===== src/rtl/core/sxpk_pkg.sv =====
// Package with the constants and types of the SysEx seven-bit packer.
`timescale 1ns / 1ps

package sxpk_pkg;

	localparam int          MAX_FRAME_BYTES = 256;
	localparam int          LEN_W           = 9;
	localparam logic [7:0]  START_BYTE      = 8'hF0;
	localparam logic [7:0]  END_BYTE        = 8'hF7;
	localparam logic [6:0]  SEVEN_MASK      = 7'h7F;
	localparam logic [LEN_W-1:0] LIMIT_MIN  = 9'd3;
	localparam logic [LEN_W-1:0] LIMIT_MAX  = LEN_W'(MAX_FRAME_BYTES);
	localparam logic [LEN_W-1:0] CFG_RESET  = 9'd256;
	localparam int          MAX_RESULTS     = 4;

	// One coded result byte with its frame flags.
	typedef struct packed {
		logic [7:0] out_byte;
		logic       frame_done;
		logic       overflow;
	} res_t;

endpackage


===== src/rtl/core/sysex_seven_bit_packer.sv =====
// Top level of the SysEx seven-bit packer: input register, packing logic, result buffer.
`timescale 1ns / 1ps

// Channel   Direction  Payload
// --------  ---------  --------------------------------------------------------
// s_axis    in         tdata = data_byte[7:0], tlast = frame_last
// m_axis    out        tdata = out_byte[7:0], tlast = run_last,
//                      tuser = {overflow, frame_done}
// cfg       in         cfg_data = max_frame_len[8:0], always ready
//
// Each input transfer occupies the output for as many results as it causes: one to four,
// one result per cycle while m_axis_tready is high, set by the single output port. An item
// dropped after an overflow passes the input register and gives no result.
// The next item is packed in the cycle the last result of the previous item is taken, so
// the output streams without gaps. A stall on m_axis holds the buffered results and, once
// the input register is full, deasserts s_axis_tready.
// Reset is asynchronous and clears the frame state, the buffer and the limit to 256.
module sysex_seven_bit_packer (
	input  logic                      clk,
	input  logic                      arst_n,
	// Input stream
	input  logic                      s_axis_tvalid,
	output logic                      s_axis_tready,
	input  logic [7:0]                s_axis_tdata,   // [7:0] data_byte
	input  logic                      s_axis_tlast,   // frame_last
	// Output stream
	output logic                      m_axis_tvalid,
	input  logic                      m_axis_tready,
	output logic [7:0]                m_axis_tdata,   // [7:0] out_byte
	output logic                      m_axis_tlast,   // run_last
	output logic [1:0]                m_axis_tuser,   // [0] frame_done, [1] overflow
	// Configuration write channel
	input  logic                      cfg_valid,
	output logic                      cfg_ready,
	input  logic [sxpk_pkg::LEN_W-1:0] cfg_data       // max_frame_len
);
	import sxpk_pkg::*;

	// Configuration register.
	logic [LEN_W-1:0] max_len_q;
	logic [LEN_W-1:0] lim;
	logic [LEN_W-1:0] lim_m1;

	// Input register.
	logic       v_s1;
	logic [7:0] byte_s1;
	logic       last_s1;

	// Frame state.
	logic [6:0]       carry_bits_q;
	logic [2:0]       carry_count_q;
	logic             in_frame_q;
	logic [LEN_W-1:0] emitted_q;
	logic             dropping_q;

	// Result buffer: the results of one item, read out one per cycle while m_axis_tready is high.
	res_t       buf_q [MAX_RESULTS];
	logic [2:0] buf_cnt_q;
	logic [1:0] rd_idx_q;

	logic buf_free;
	logic proc;
	logic out_xfer;
	logic at_last;

	// Packing logic outputs.
	res_t             res [MAX_RESULTS];
	logic [2:0]       n;
	logic [6:0]       nxt_bits;
	logic [2:0]       nxt_count;
	logic             nxt_in_frame;
	logic [LEN_W-1:0] nxt_emitted;
	logic             nxt_dropping;

	assign cfg_ready = 1'b1;

	// The effective limit is the register clamped to the legal range.
	always_comb begin
		if (max_len_q < LIMIT_MIN) begin
			lim = LIMIT_MIN;
		end else if (max_len_q > LIMIT_MAX) begin
			lim = LIMIT_MAX;
		end else begin
			lim = max_len_q;
		end
		lim_m1 = lim - LEN_W'(1);
	end

	// Handshake and buffer control.
	assign out_xfer      = m_axis_tvalid && m_axis_tready;
	assign at_last       = ({1'b0, rd_idx_q} == (buf_cnt_q - 3'd1));
	assign buf_free      = (buf_cnt_q == 3'd0) || (out_xfer && at_last);
	assign proc          = v_s1 && buf_free;
	assign s_axis_tready = !v_s1 || buf_free;

	assign m_axis_tvalid   = (buf_cnt_q != 3'd0);
	assign m_axis_tdata    = buf_q[rd_idx_q].out_byte;
	assign m_axis_tlast    = at_last;
	assign m_axis_tuser[0] = buf_q[rd_idx_q].frame_done;
	assign m_axis_tuser[1] = buf_q[rd_idx_q].overflow;

	// Packing of one item: optional start byte, one or two seven-bit groups, and on the
	// last byte the flush of leftover bits and the end byte. The limit check before each
	// data byte turns it into the overflow marker, after which nothing more is emitted.
	always_comb begin
		logic [14:0]      acc;
		logic [3:0]       bits;
		logic             ok;
		logic [LEN_W-1:0] cnt;
		logic [6:0]       cb;
		logic [2:0]       cc;

		for (int i = 0; i < MAX_RESULTS; i++) begin
			res[i] = '0;
		end
		n            = 3'd0;
		ok           = 1'b1;
		cnt          = emitted_q;
		cb           = carry_bits_q;
		cc           = carry_count_q;
		acc          = '0;
		bits         = '0;
		nxt_bits     = carry_bits_q;
		nxt_count    = carry_count_q;
		nxt_in_frame = in_frame_q;
		nxt_emitted  = emitted_q;
		nxt_dropping = dropping_q;

		if (in_frame_q && dropping_q) begin
			// Abandoned frame: swallow items until the closing one.
			if (last_s1) begin
				nxt_bits     = '0;
				nxt_count    = '0;
				nxt_in_frame = 1'b0;
				nxt_emitted  = '0;
				nxt_dropping = 1'b0;
			end
		end else begin
			if (!in_frame_q) begin
				res[0] = '{out_byte: START_BYTE, frame_done: 1'b0, overflow: 1'b0};
				n      = 3'd1;
				cnt    = LEN_W'(1);
				cb     = '0;
				cc     = '0;
			end

			acc  = {8'b0, cb} | ({7'b0, byte_s1} << cc);
			bits = {1'b0, cc} + 4'd8;

			// First group always exists.
			if (cnt >= lim_m1) begin
				res[n[1:0]] = '{out_byte: END_BYTE, frame_done: 1'b1, overflow: 1'b1};
				ok          = 1'b0;
			end else begin
				res[n[1:0]] = '{out_byte: {1'b0, acc[6:0] & SEVEN_MASK},
					frame_done: 1'b0, overflow: 1'b0};
				cnt         = cnt + LEN_W'(1);
			end
			n = n + 3'd1;

			// Second group when six bits were carried in.
			if (ok && bits == 4'd14) begin
				if (cnt >= lim_m1) begin
					res[n[1:0]] = '{out_byte: END_BYTE, frame_done: 1'b1, overflow: 1'b1};
					ok          = 1'b0;
				end else begin
					res[n[1:0]] = '{out_byte: {1'b0, acc[13:7]},
						frame_done: 1'b0, overflow: 1'b0};
					cnt         = cnt + LEN_W'(1);
				end
				n = n + 3'd1;
			end

			if (ok) begin
				if (bits == 4'd14) begin
					cb = '0;
					cc = '0;
				end else begin
					cb = acc[13:7];
					cc = 3'(bits - 4'd7);
				end
				if (last_s1) begin
					// Flush the leftover bits, zero-padded at the top.
					if (cc != 3'd0) begin
						if (cnt >= lim_m1) begin
							res[n[1:0]] = '{out_byte: END_BYTE, frame_done: 1'b1,
								overflow: 1'b1};
							ok          = 1'b0;
						end else begin
							res[n[1:0]] = '{out_byte: {1'b0, cb}, frame_done: 1'b0,
								overflow: 1'b0};
							cnt         = cnt + LEN_W'(1);
						end
						n = n + 3'd1;
					end
					if (ok) begin
						res[n[1:0]] = '{out_byte: END_BYTE, frame_done: 1'b1, overflow: 1'b0};
						n           = n + 3'd1;
					end
				end
			end

			if (last_s1) begin
				// The frame closes on its last byte, with or without overflow.
				nxt_bits     = '0;
				nxt_count    = '0;
				nxt_in_frame = 1'b0;
				nxt_emitted  = '0;
				nxt_dropping = 1'b0;
			end else begin
				nxt_bits     = cb;
				nxt_count    = cc;
				nxt_in_frame = 1'b1;
				nxt_emitted  = cnt;
				nxt_dropping = !ok;
			end
		end
	end

	// Configuration register.
	always_ff @(posedge clk or negedge arst_n) begin
		if (!arst_n) begin
			max_len_q <= CFG_RESET;
		end else if (cfg_valid && cfg_ready) begin
			max_len_q <= cfg_data;
		end
	end

	// Input register.
	always_ff @(posedge clk or negedge arst_n) begin
		if (!arst_n) begin
			v_s1 <= 1'b0;
		end else if (s_axis_tready) begin
			v_s1 <= s_axis_tvalid;
		end
	end

	always_ff @(posedge clk) begin
		if (s_axis_tvalid && s_axis_tready) begin
			byte_s1 <= s_axis_tdata;
			last_s1 <= s_axis_tlast;
		end
	end

	// Frame state commits when an item is packed.
	always_ff @(posedge clk or negedge arst_n) begin
		if (!arst_n) begin
			carry_bits_q  <= '0;
			carry_count_q <= '0;
			in_frame_q    <= 1'b0;
			emitted_q     <= '0;
			dropping_q    <= 1'b0;
		end else if (proc) begin
			carry_bits_q  <= nxt_bits;
			carry_count_q <= nxt_count;
			in_frame_q    <= nxt_in_frame;
			emitted_q     <= nxt_emitted;
			dropping_q    <= nxt_dropping;
		end
	end

	// Result buffer control.
	always_ff @(posedge clk or negedge arst_n) begin
		if (!arst_n) begin
			buf_cnt_q <= '0;
			rd_idx_q  <= '0;
		end else if (proc) begin
			buf_cnt_q <= n;
			rd_idx_q  <= '0;
		end else if (out_xfer) begin
			if (at_last) begin
				buf_cnt_q <= '0;
				rd_idx_q  <= '0;
			end else begin
				rd_idx_q <= rd_idx_q + 2'd1;
			end
		end
	end

	always_ff @(posedge clk) begin
		if (proc) begin
			for (int i = 0; i < MAX_RESULTS; i++) begin
				buf_q[i] <= res[i];
			end
		end
	end

endmodule


===== config.mk =====
export PLATFORM = sky130hd
export DESIGN_NAME = sysex_seven_bit_packer
export DESIGN_NICKNAME = d
export VERILOG_FILES = /design/src/rtl/core/sxpk_pkg.sv /design/src/rtl/core/sysex_seven_bit_packer.sv
export SDC_FILE = /design/constraint.sdc
export NUM_CORES = 1
export LEC_CHECK = 0
export BUFFER_PORTS_ARGS = -buffer_cell sky130_fd_sc_hd__buf_2
export CORE_MARGIN = 2
export CORE_UTILIZATION = 25
export DETAILED_ROUTE_END_ITERATION = 16
export PLACE_DENSITY_LB_ADDON = 0.3
export SETUP_SLACK_MARGIN = 0.1
export SLEW_MARGIN = 0
export SYNTH_ARGS = -nofsm -noshare
export SYNTH_HDL_FRONTEND = slang
export SYNTH_SLANG_ARGS = --single-unit

===== constraint.sdc =====
create_clock -name clk -period 11.5 [get_ports clk]
set_input_delay 0.575 -clock clk [delete_from_list [all_inputs] [get_ports clk]]
set_output_delay 0.575 -clock clk [all_outputs]
set_load 0.03 [all_outputs]

* Word-level counts from Yosys, hierarchy flattened *
Memory sizes are Yosys's and may differ from the RTL's.
Index checks and enable logic that the tools add are counted.

storage, ports and cells
  flip-flop bits (word level) = 45
  memory bits (writable) = 40
  word-level logic and storage cells = 173
  memories = 1

memory list
  memory  words  bits a word  rd ports  clocked after memory_dff  write ports  line                          source
  buf_q   4      10           1         0                         4            sysex_seven_bit_packer.sv:57  res_t buf_q [MAX_RESULTS];

operators by class
  add/sub/neg operators = 11
  magnitude comparators = 13
  equality and inequality tests = 3
  shift operators = 1
  muxes and demuxes = 95
  bitwise logic cells = 17
  reductions and logical operators = 21

operator list
  kind                   number
  $mux W40               14
  $bwmux W40             3
  $mux W9                12
  $or A36 B36 Y36        3
  $demux W10 S2          4
  $mux W3                23
  $mux W7                9
  $mux W10               6
  $or A32 B32 Y32        1
  $ge A9 B9 Y1           3
  $mux W1                21
  $add A9 B1 Y9 const B  2
  $or A7 B14 Y14         1
  $shl A8 B3 Y14         1
  $add A3 B1 Y3 const B  4
  $and A4 B4 Y4          3
  $ge A3 B3 Y1 const B   4
  $lt A3 B1 Y1 const B   4
  $not A2 Y3             4
  $not A4 Y4             3
  $logic_and A1 B1 Y1    10
  $gt A9 B9 Y1 const B   1
  $lt A9 B2 Y1 const B   1
  $sub A9 B1 Y9 const B  1
  other kinds (16)       23

* Depth between registers and ports, before layout *
Gate-level depths: netlist (run 1).

  word-level depth = 29
  mapped depth = 45
  gate-level depth less buffers = 42

* Least setup slack after synthesis (run 1) *
No wires, ideal clock.

  kind = register to register
  start = register max_len_q[3]
  end = memory buf_q[0][6] (netlist name), data pin
  setup time = 0.276 ns
  data arrival time = 8.734 ns
  required time = 11.224 ns
  path slack = 2.489 ns
  cell stages (with the launch flop) = 43
  period minus slack after synthesis = 9.011 ns
  cells stage by stage = dfrtp_1 -> or4_1 -> nor3_1 -> o21ai_0 -> ha_1 -> buf_6 -> a31oi_1 -> o31ai_1 -> ha_1 -> or4_1 -> a21oi_1 -> o31ai_1 -> maj3_2 -> a21oi_2 -> buf_1 -> xnor2_1 -> inv_1 -> ha_1 -> [7 not listed] -> maj3_2 -> nor2_1 -> mux2_2 -> ha_1 -> a21o_1 -> a21oi_1 -> nor2b_1 -> o21ai_0 -> nand2b_1 -> a21o_1 -> nand2_1 -> nand2_1 -> o22ai_1 -> o221a_1 -> a311oi_2 -> buf_6 -> nor4_4 -> a221oi_1

RTL lines
  item                      line                           source
  start: declaration        sysex_seven_bit_packer.sv:40   logic [LEN_W-1:0] max_len_q;
  start signal: assignment  sysex_seven_bit_packer.sv:225  max_len_q <= cfg_data;
  end: declaration          sysex_seven_bit_packer.sv:57

==> impl_results.md, run 1 <==
- Tcrit/Tclk final: between 80% and 90%
- Antenna Violating Nets Remaining: 0
- Total power: 1.60 mW
- RR Startpoint: max_len_q[3]$_DFFE_PN0P_
- Worst skew pair latency: 0.35 ns
- Slew Viols, Final: 0
- GRT Residual Overflow: 0
- Synth cell count leaders: nand2_1, nor2_1, a21oi_1
- CTS Buffer Depth: 2
- Vias in the first global route: around 4800
- Syn_area_per_cell: roughly 9.6 um2
- Final Hold Viols: 0
- Global Route Usage Sum: between 10% and 20%
- # clock sinks: 82
- RSZ-0062 raised after global routing: false
- Row cnt: 56
- # DRC: 0
- Core area: 23500 um2
- Min-delay worst type: input port to async pin
- Crit path max fanout: 20
- CP Capture Type: flop
- Minimum clock period: 10.35 ns
- WS Path Type: flop to flop
- Worst EP required: 11.58 ns
- PwrDens: 236 nW/um2
- Hold_buf cts: 0
- Largest net degree at the start of global routing: 43
- Routability cong.: 0.878
- Startpoint types: flop
- Share of the synthesized area in the top cell type: a little under a quarter
- Die H: roughly 160 um
- Syn nets: 681
- First-pass GRT wire length: 27100 um
- Leakage: 2.64 nW
- Nets@finish: around 700
- Reg2reg end: buf_q[0][6]$_SDFFCE_PP0P_
- Actual slew at the worst max-slew pin: between 0.9 and 1 ns
- Dpl hpwl: roughly 12000 um
- Initial core utilization: about a quarter
- FFs w/ async S/R, synth: 43.9%
- Worst-path clk slew: 0.08 ns
- Maximum VDD drop: slightly above 80 uV
- Vias: 4980
- Skew final: between 0.01 and 0.015 ns
- FILL cells: 2538
- CTS tree: done
- Area Growth Syn to Fin: 13.0%
- Slowest stage delay, CP: 0.62 ns
- Drt first pass iters: 7
- Root buffer cell: clkbuf_16
- Outcome: complete, no violations
- Number of antenna violations at the first check in global routing: 0
- Port Buf Inserts: 35
- Cells after synthesis: ~630
- # H-tree levels: 3
- Leading area contributor after synthesis: edfxtp_1
- # resized after CTS: 0
- WP data arrival: 10.43 ns
- Post-synthesis sequential area ratio: a little under two fifths
- CP max-delay cell: or4_1
- DR iter-0 viols: roughly 350
- Max Clock Freq: 0.0966 GHz
- Primary FF master, synth: edfxtp_1
- N_diodes: 0
- Die area: 25300 um2
- Area of the mapped netlist: ~6000 um2
- Most common cell in the netlist: nand2_1
- Final instance area: 6780 um2
- Width of the die: 159 um
- Register-to-register setup slack: between 1 and 1.5 ns
- Register bit count reported by yosys: 82
- Most used cell, CP: ha_1
- Final setup viols: 0
- IO Count: 37
- Layout cell share with drive strength beyond 1: 17.1%
- Worst r2r path cells: 41
- YS warnings: 0
- Routed WL: 16400 um
- Max Cap Violations: 0
- TritonCTS Buffers: 9
- EDFF count, synth: 46
- Vias/cell: 5.13
- TNS Setup: 0 ns
- DP Area: approximately 6500 um2
- Setup bufs post-CTS: 0
- Avg WL per Cell: around 17 um
- Synth area leaders: edfxtp_1, dfrtp_1, ha_1, mux4_2, a21oi_1
- Rel. slew slack: 38.8%
- Yosys cell types: about 90
[layout by cell type (no fill, tap or decap), types with 9 or more instances in the layout]
cell type  instances
ha_1              31
dfrtp_1           35
a21oi_1           49
o21ai_0           45
clkbuf_16          9
buf_2             35
mux2_2            12
nor3_1            13
xnor2_1           14
nand2_1           63
a22o_1            12
nand3_1           14
o31ai_1           10
edfxtp_1          46
o21ai_1           10
mux4_2            13
nor2_1            53
inv_1             21
a31oi_1           10
[worst max path at each step]
stage	startpoint	endpoint	slack [ns]
detailed placement	max_len_q[3]$_DFFE_PN0P_	buf_q[1][5]$_SDFFCE_PP0P_	1.05
CTS	max_len_q[3]$_DFFE_PN0P_	buf_q[1][8]$_SDFFCE_PP0P_	1.02
finish	max_len_q[3]$_DFFE_PN0P_	buf_q[0][6]$_SDFFCE_PP0P_	1.15
global route	max_len_q[3]$_DFFE_PN0P_	buf_q[0][6]$_SDFFCE_PP0P_	0.24
global placement	max_len_q[3]$_DFFE_PN0P_	buf_q[1][5]$_SDFFCE_PP0P_	1.38
floorplan	max_len_q[3]$_DFFE_PN0P_	buf_q[0][6]$_SDFFCE_PP0P_	2.49
[final cells by class]
class                           instances  area, um2  area share [%]
Inverter                               24       90.1            1.33
Clock inverter                          7       66.3           0.978
Multi-Input combinational cell        488       3500            51.6
Timing Repair Buffer                   41        220            3.25
Tap cell                              319        399            5.89
Clock buffer                            9        225            3.32
Sequential cell                        82       2280            33.7
[critical path, delay by kind of cell, from the launching register on]
| kind | cells | cell delay (ns) |
|---|---|---|
| buffers and inverters | 2 | 0.32 |
| XOR/XNOR | 3 | 0.81 |
| AO/OA/AOI/OAI | 17 | 3.64 |
| AND/OR/NAND/NOR | 13 | 2.85 |
| adder cells (fa/ha/maj) | 6 | 2.01 |
| flip-flops | 1 | 0.43 |
[through the flow]
step / worst slack (ns) / hold slack, ns / instances / util (%)
2_1_floorplan: 2.49 / 0.279 / 626 / -
3_3_place_gp: 1.38 / 0.483 / 954 / 27.5
3_5_place_dp: 1.05 / 0.476 / 954 / 27.5
4_1_cts: 1.02 / 0.388 / 970 / 28.8
5_1_grt: 0.241 / 0.397 / 970 / 28.8
6_report: 1.15 / 0.355 / 970 / 28.8
[layer usage]
layer | routed length, um | vias to the layer above | track usage, %
li1 | - | 2427 | -
met3 | 681 | 15 | 1.91
met2 | 7540 | 132 | 20.6
met5 | 0 | - | 0
met1 | 7900 | 2406 | 18.9
met4 | 301 | 0 | 4.38
[sequential cells by signal, summed over array words and instances, names as in the netlist]
name and cells:
emitted_q 9, buf_cnt_q 3, in_frame_q 1, buf_q 37, carry_bits_q 7, dropping_q 1, carry_count_q 3, rd_idx_q 2
max_len_q 9, byte_s1 8, last_s1 1, v_s1 1
[power by group]
part	internal [mW]	switching (mW)	total, mW
sequential	0.457	0.0820	0.539
clock	0.153	0.142	0.294
combinational	0.284	0.485	0.769
total	0.893	0.709	1.60
[kinds of logic after synthesis]
| kind of cell | share of synthesized area, % |
|---|---|
| AO/OA/AOI/OAI | 22.3 |
| XOR/XNOR | 2.34 |
| adder cells (fa/ha/maj) | 7.34 |
| buffers and inverters | 3.94 |
| flip-flops | 38.1 |
| multiplexers | 8.82 |
| other | 0.0625 |
| AND/OR/NAND/NOR | 17.1 |
Power figures use the tool's default switching activity.
==> run 2, diff against run 1 <==
--- a/config.mk
+++ b/config.mk
@@ -11,3 +11,3 @@
 export DETAILED_ROUTE_END_ITERATION = 16
-export PLACE_DENSITY_LB_ADDON = 0.3
+export PLACE_DENSITY = 0.46
 export SETUP_SLACK_MARGIN = 0.1
==> constraint.sdc (replaced) <==
create_clock -name clk -period 11.5 [get_ports clk]
set_input_delay 2.3 -clock clk [delete_from_list [all_inputs] [get_ports clk]]
set_output_delay 2.3 -clock clk [all_outputs]
set_load 0.03 [all_outputs]
==> impl_results.md, run 2 (synthesis results as in run 1) <==
- Outcome: complete, no violations (unchanged)
- Worst EP required: 11.63 ns (was 11.58 ns)
- Max Clock Freq: 0.0977 GHz (was 0.0966 GHz)
- Routability cong.: 0.822 (was 0.878)
- Most used cell, CP: ha_1 (unchanged)
- Worst skew pair latency: 0.36 ns (was 0.35 ns)
- PnR worst setup slack: 1.27 ns (was 1.15 ns)
- Hold_buf cts: 0 (unchanged)
- Port Buf Inserts: 35 (unchanged)
- Bufs and invs on worst path: 1 (was 2)
- DR iter-0 viols: 317 (was 353)
- Width of the die: 159 um (unchanged)
- CTS Buffer Depth: 2 (unchanged)
- Core area: 23500 um2 (unchanged)
- Global Route Usage Sum: 13.9% (was 13.2%)
- Actual slew at the worst max-slew pin: 0.934 ns (was 0.918 ns)
- CTS tree: done (unchanged)
- Die area: 25300 um2 (unchanged)
- Skew final: 0.0127 ns (was 0.0140 ns)
- Vias/cell: 5.10 (was 5.13)
- Biggest register: buf_q (unchanged)
- N_diodes: 0 (unchanged)
- Hold slack final: 0.500 ns (was 0.355 ns)
- Rel. slew slack: 37.7% (was 38.8%)
- WHS Endpoint: carry_bits_q[0]$_DFFE_PN0P_
- Number of antenna violations at the first check in global routing: 0 (unchanged)
- Routed WL: 17100 um (was 16400 um)
- Final Hold Viols: 0 (unchanged)
- Minimum clock period: 10.23 ns (was 10.35 ns)
- WS Path Type: flop to flop (unchanged)
- First-pass GRT wire length: 28100 um (was 27100 um)
- # DRC: 0 (unchanged)
- Max Cap Violations: 0 (unchanged)
- CP Capture Type: flop (unchanged)
- IO Count: 37 (unchanged)
- Min-delay worst type: flop to flop (was input port to async pin)
- Critical path launch point: max_len_q[3]$_DFFE_PN0P_ (unchanged)
- Dpl hpwl: 12800 um (was 12300 um)
- # H-tree levels: 3 (unchanged)
- Slew Viols, Final: 0 (unchanged)
- Startpoint types: flop (unchanged)
- Row cnt: 56 (unchanged)
- Top Registers: buf_q x37, emitted_q x9, max_len_q x9 (unchanged)
- Vias in the first global route: 4853 (was 4780)
- Top delay family on crit path: compound AO/OA/AOI/OAI gates (unchanged)
- Drt first pass iters: 5 (was 7)
- TNS Setup: 0 ns (unchanged)
- # clock sinks: 82 (unchanged)
- Final cell count without fillers: 970 (unchanged)
- GRT Residual Overflow: 0 (unchanged)
- Root buffer cell: clkbuf_16 (unchanged)
- Avg WL per Cell: 17.6 um (was 16.9 um)
- Dpl cells: 954 (unchanged)
- Worst-path clk slew: 0.08 ns (about the same)
- Hold Path Cell Cnt: 2
- Final setup viols: 0 (unchanged)
- Vias: 4946 (was 4980)
- Largest net degree at the start of global routing: 43 (unchanged)
- Commonest non-fill, non-tap cell in the layout: nand2_1 (unchanged)
- RSZ-0062 raised after global routing: false (unchanged)
- Antenna Violating Nets Remaining: 0 (unchanged)
- Leakage: 2.66 nW (was 2.64 nW)
- TritonCTS Buffers: 9 (unchanged)
- Worst r2r path cells: 40 (was 41)
- Reg2reg end: buf_q[1][8]$_SDFFCE_PP0P_ (was buf_q[0][6]$_SDFFCE_PP0P_)
- Maximum VDD drop: 92.1 uV (was 82.8 uV)
- Layout cell share with drive strength beyond 1: 17.2% (was 17.1%)
- Die H: 159 um (unchanged)
- Max reg flops: 37 (unchanged)
- Nets@finish: 701 (unchanged)
- RR Startpoint: max_len_q[3]$_DFFE_PN0P_ (unchanged)
- Area Growth Syn to Fin: 13.8% (was 13.0%)
- Hold_sp: carry_bits_q[0]$_DFFE_PN0P_
- Slowest stage delay, CP: 0.64 ns (was 0.62 ns)
- Commonest cells after routing, fill and taps aside: nand2_1, nor2_1, a21oi_1 (unchanged)
- Dpl ws: 0.884 ns (was 1.05 ns)
- Crit path max fanout: 14 (was 20)
- Tcrit/Tclk final: 89.0% (was 90.0%)
- CP max-delay cell: or4_1 (unchanged)
- PwrDens: 241 nW/um2 (was 236 nW/um2)
- Register-to-register setup slack: 1.27 ns (was 1.15 ns)
- WP data arrival: 10.36 ns (was 10.43 ns)
- Initial core utilization: 25.5% (unchanged)
run 2: changes by cell type in the layout (fill, tap and decap cells not counted):
cell | before | now
bufinv_16 | 0 | 2
clkinv_4 | 0 | 2
clkinv_8 | 0 | 1
clkinvlp_4 | 2 | 0
inv_8 | 3 | 0
nor3_1 | 13 | 12
nor3_2 | 0 | 1
run 2: report_power, final:
group          switching (mW)  internal, mW
clock                   0.138         0.195
sequential             0.0756         0.457
combinational           0.498         0.284
total                   0.712         0.936
run 2: layer usage:
layer	part of all wire, %	GRT usage [%]
met3	4.1	2.56
met4	1.3	3.64
met2	45	21.7
met5	0	0
met1	50	19.8
run 2: worst max-delay path by stage:
stage / cells after the start / slack [ns] / endpoint
floorplan: 42 / 2.49 / buf_q[0][6]$_SDFFCE_PP0P_
global placement: 40 / 1.21 / buf_q[1][8]$_SDFFCE_PP0P_
detailed placement: 40 / 0.88 / buf_q[1][8]$_SDFFCE_PP0P_
CTS: 40 / 0.83 / buf_q[1][8]$_SDFFCE_PP0P_
global route: 41 / 0.33 / buf_q[1][8]$_SDFFCE_PP0P_
finish: 40 / 1.27 / buf_q[1][8]$_SDFFCE_PP0P_
run 2: what timing repair did:
item | 4_1_cts | 5_1_grt
setup endpoints to repair | 0 | 22
buffers inserted | 0 | 0
gates resized for setup | 0 | 2
run 2: final cells by class:
type	count	area, um2
clock buffers	9	225
clock inverters	7	111
well taps	319	399
fillers	2515	16700
repair buffers	41	220
flip-flops and latches	82	2280
inverters	24	90.1
multi-input cells	488	3500
run 2: worst reg2reg max path: cells and delay by family, from the launching register on:
family	cells	cell delay [ns]
AOI/OAI and AO/OA	16	3.76
xor gates and xnor gates	3	0.80
DFF	1	0.44
and+or+nand+nor	14	2.94
adders and majority gates	6	2.00
buffers and inverters	1	0.07
run 2: through the flow:
step / utilization, % / cell area (um2) / power (mW)
2_1_floorplan: - / 6000 / 1.09
3_3_place_gp: 27.5 / 6480 / 1.33
3_5_place_dp: 27.5 / 6480 / 1.33
4_1_cts: 29.0 / 6820 / 1.66
5_1_grt: 29.0 / 6830 / 1.77
6_report: 29.0 / 6830 / 1.65
==> run 3, diff against run 2 <==
- PLACE_DENSITY: 0.46 -> 0.49
==> impl_results.md, run 3 (synthesis results as in run 1) <==
- Bufs and invs on worst path: 2 (was 1)
- Port Buf Inserts: 35 (unchanged)
- Rel. slew slack: 38.2% (was 37.7%)
- Core Util, Final: 28.8% (was 29.0%)
- Top delay family on crit path: compound AO/OA/AOI/OAI gates (unchanged)
- Antenna Violating Nets Remaining: 0 (unchanged)
- Routability cong.: 0.846 (was 0.822)
- Maximum VDD drop: 79.5 uV (was 92.1 uV)
- WS Path Type: flop to flop (unchanged)
- CP Capture Type: flop (unchanged)
- TritonCTS Buffers: 9 (unchanged)
- CP max-delay cell: or4_1 (unchanged)
- Avg WL per Cell: 17.4 um (was 17.6 um)
- Die area: 25300 um2 (unchanged)
- Dpl hpwl: 12400 um (was 12800 um)
- GRT Residual Overflow: 0 (unchanged)
- Global Route Usage Sum: 13.7% (was 13.9%)
- Row cnt: 56 (unchanged)
- Max reg flops: 37 (unchanged)
- Skew final: 0.0140 ns (was 0.0127 ns)
- Setup bufs post-CTS: 0 (unchanged)
- Actual slew at the worst max-slew pin: 0.927 ns (was 0.934 ns)
- Slew Viols, Final: 0 (unchanged)
- Area Growth Syn to Fin: 13.1% (was 13.8%)
- Vias: 4924 (was 4946)
- CTS Buffer Depth: 2 (unchanged)
- IO Count: 37 (unchanged)
- RR Startpoint: max_len_q[3]$_DFFE_PN0P_ (unchanged)
- Crit path depth: 41 (was 40)
- TNS Setup: 0 ns (unchanged)
- Critical path launch point: max_len_q[3]$_DFFE_PN0P_ (unchanged)
- # H-tree levels: 3 (unchanged)
- # DRC: 0 (unchanged)
- Core area: 23500 um2 (unchanged)
- Crit path max fanout: 14 (unchanged)
- First-pass GRT wire length: 27800 um (was 28100 um)
- Leakage: 2.64 nW (was 2.66 nW)
- PwrDens: 239 nW/um2 (was 241 nW/um2)
- N_diodes: 0 (unchanged)
- Max Cap Violations: 0 (unchanged)
- RSZ-0062 raised after global routing: false (unchanged)
- CTS tree: done (unchanged)
- Hold Path Cell Cnt: 2 (unchanged)
- Final setup viols: 0 (unchanged)
- Worst-path clk slew: 0.07 ns (was 0.08 ns)
- Commonest non-fill, non-tap cell in the layout: nand2_1 (unchanged)
- # clock sinks: 82 (unchanged)
- Nets@finish: 701 (unchanged)
- DR iter-0 viols: 380 (was 317)
- Layout cell share with drive strength beyond 1: 16.9% (was 17.2%)
- Number of antenna violations at the first check in global routing: 0 (unchanged)
- Final Hold Viols: 0 (unchanged)
- Initial core utilization: 25.5% (unchanged)
- Most used cell, CP: ha_1 (unchanged)
- # resized after CTS: 0 (unchanged)
- Vias/cell: 5.08 (was 5.10)
- Width of the die: 159 um (unchanged)
- Top Registers: buf_q x37, emitted_q x9, max_len_q x9 (unchanged)
- Commonest cells after routing, fill and taps aside: nand2_1, nor2_1, a21oi_1 (unchanged)
- Die H: 159 um (unchanged)
- Minimum clock period: 10.51 ns (was 10.23 ns)
- Min-delay worst type: flop to flop (unchanged)
- Slowest stage delay, CP: 0.62 ns (was 0.64 ns)
- WP data arrival: 10.62 ns (was 10.36 ns)
- Hold_buf cts: 0 (unchanged)
- Drt first pass iters: 7 (was 5)
- Startpoint types: flop (unchanged)
- Outcome: complete, no violations (unchanged)
- FILL cells: 2496 (was 2515)
- Vias in the first global route: 4888 (was 4853)
- Worst skew pair latency: 0.36 ns (about the same)
- Worst r2r path cells: 41 (was 40)
- Largest net degree at the start of global routing: 43 (unchanged)
- Tcrit/Tclk final: 91.4% (was 89.0%)
- Hold_sp: carry_bits_q[0]$_DFFE_PN0P_ (unchanged)
- Max Clock Freq: 0.0951 GHz (was 0.0977 GHz)
- Biggest register: buf_q (unchanged)
- Root buffer cell: clkbuf_16 (unchanged)
- Worst EP required: 11.61 ns (was 11.63 ns)
- Routed WL: 16900 um (was 17100 um)
[run 3: cell types whose count changed in the layout (fill, tap and decap cells not counted)]
cell and change:
clkinv_4 -1, inv_8 +1, nor2_4 -1, nor3_1 +1
bufinv_16 -1, clkinv_8 -1, clkbuf_1 +1, nor3_2 -1
clkinv_2 +1, nor2_2 +1
[run 3: power by group]
part           internal, mW  leakage (nW)  switching, mW
Combinational         0.281          1.60          0.499
Clock                 0.172         0.149          0.135
Sequential            0.457         0.899         0.0753
Total                 0.910          2.64          0.709
[run 3: area by class of cell]
class	instances	area [um2]	area share, %
inverter	24	90.1	1.33
clock inverter	6	72.6	1.07
sequential	82	2280	33.7
tap	319	399	5.88
timing repair buffer	41	220	3.25
multi-input combinational	488	3490	51.4
clock buffer	10	229	3.37
[run 3: tightest hold or removal path: stages (launching register included)]
cell,delay [ns]
dfrtp_1,0.36
nand2_1,0.05
o31ai_1,0.05
[run 3: final timing paths]
kind                                                to  slack (ns)
setup / recovery             buf_q[1][5]$_SDFFCE_PP0P_        0.99
hold / removal             carry_bits_q[0]$_DFFE_PN0P_        0.50
setup reg to reg             buf_q[1][5]$_SDFFCE_PP0P_        0.99
hold reg to reg            carry_bits_q[0]$_DFFE_PN0P_        0.50
max in group asynchronous      rd_idx_q[1]$_DFFE_PN0P_        8.83
min in group asynchronous     emitted_q[4]$_DFFE_PN0P_        2.08
[run 3: stage by stage]
stage	setup slack (ns)	power, mW	instances	area, um2	hold WS, ns
3_5_place_dp	1.12	1.32	954	6480	0.475
5_1_grt	0.158	1.73	970	6790	0.511
6_report	0.988	1.62	970	6790	0.500
4_1_cts	1.08	1.63	970	6790	0.495
3_3_place_gp	1.33	1.32	954	6480	0.482
2_1_floorplan	2.49	1.09	626	6000	0.450
[run 3: metal layers]
| layer | vias to the layer above | global-route usage (%) | wire, um |
|---|---|---|---|
| li1 | 2417 | - | - |
| met1 | 2359 | 19.6 | 8270 |
| met2 | 134 | 21.0 | 7590 |
| met3 | 14 | 2.82 | 837 |
| met4 | 0 | 3.47 | 177 |
| met5 | - | 0 | 0 |
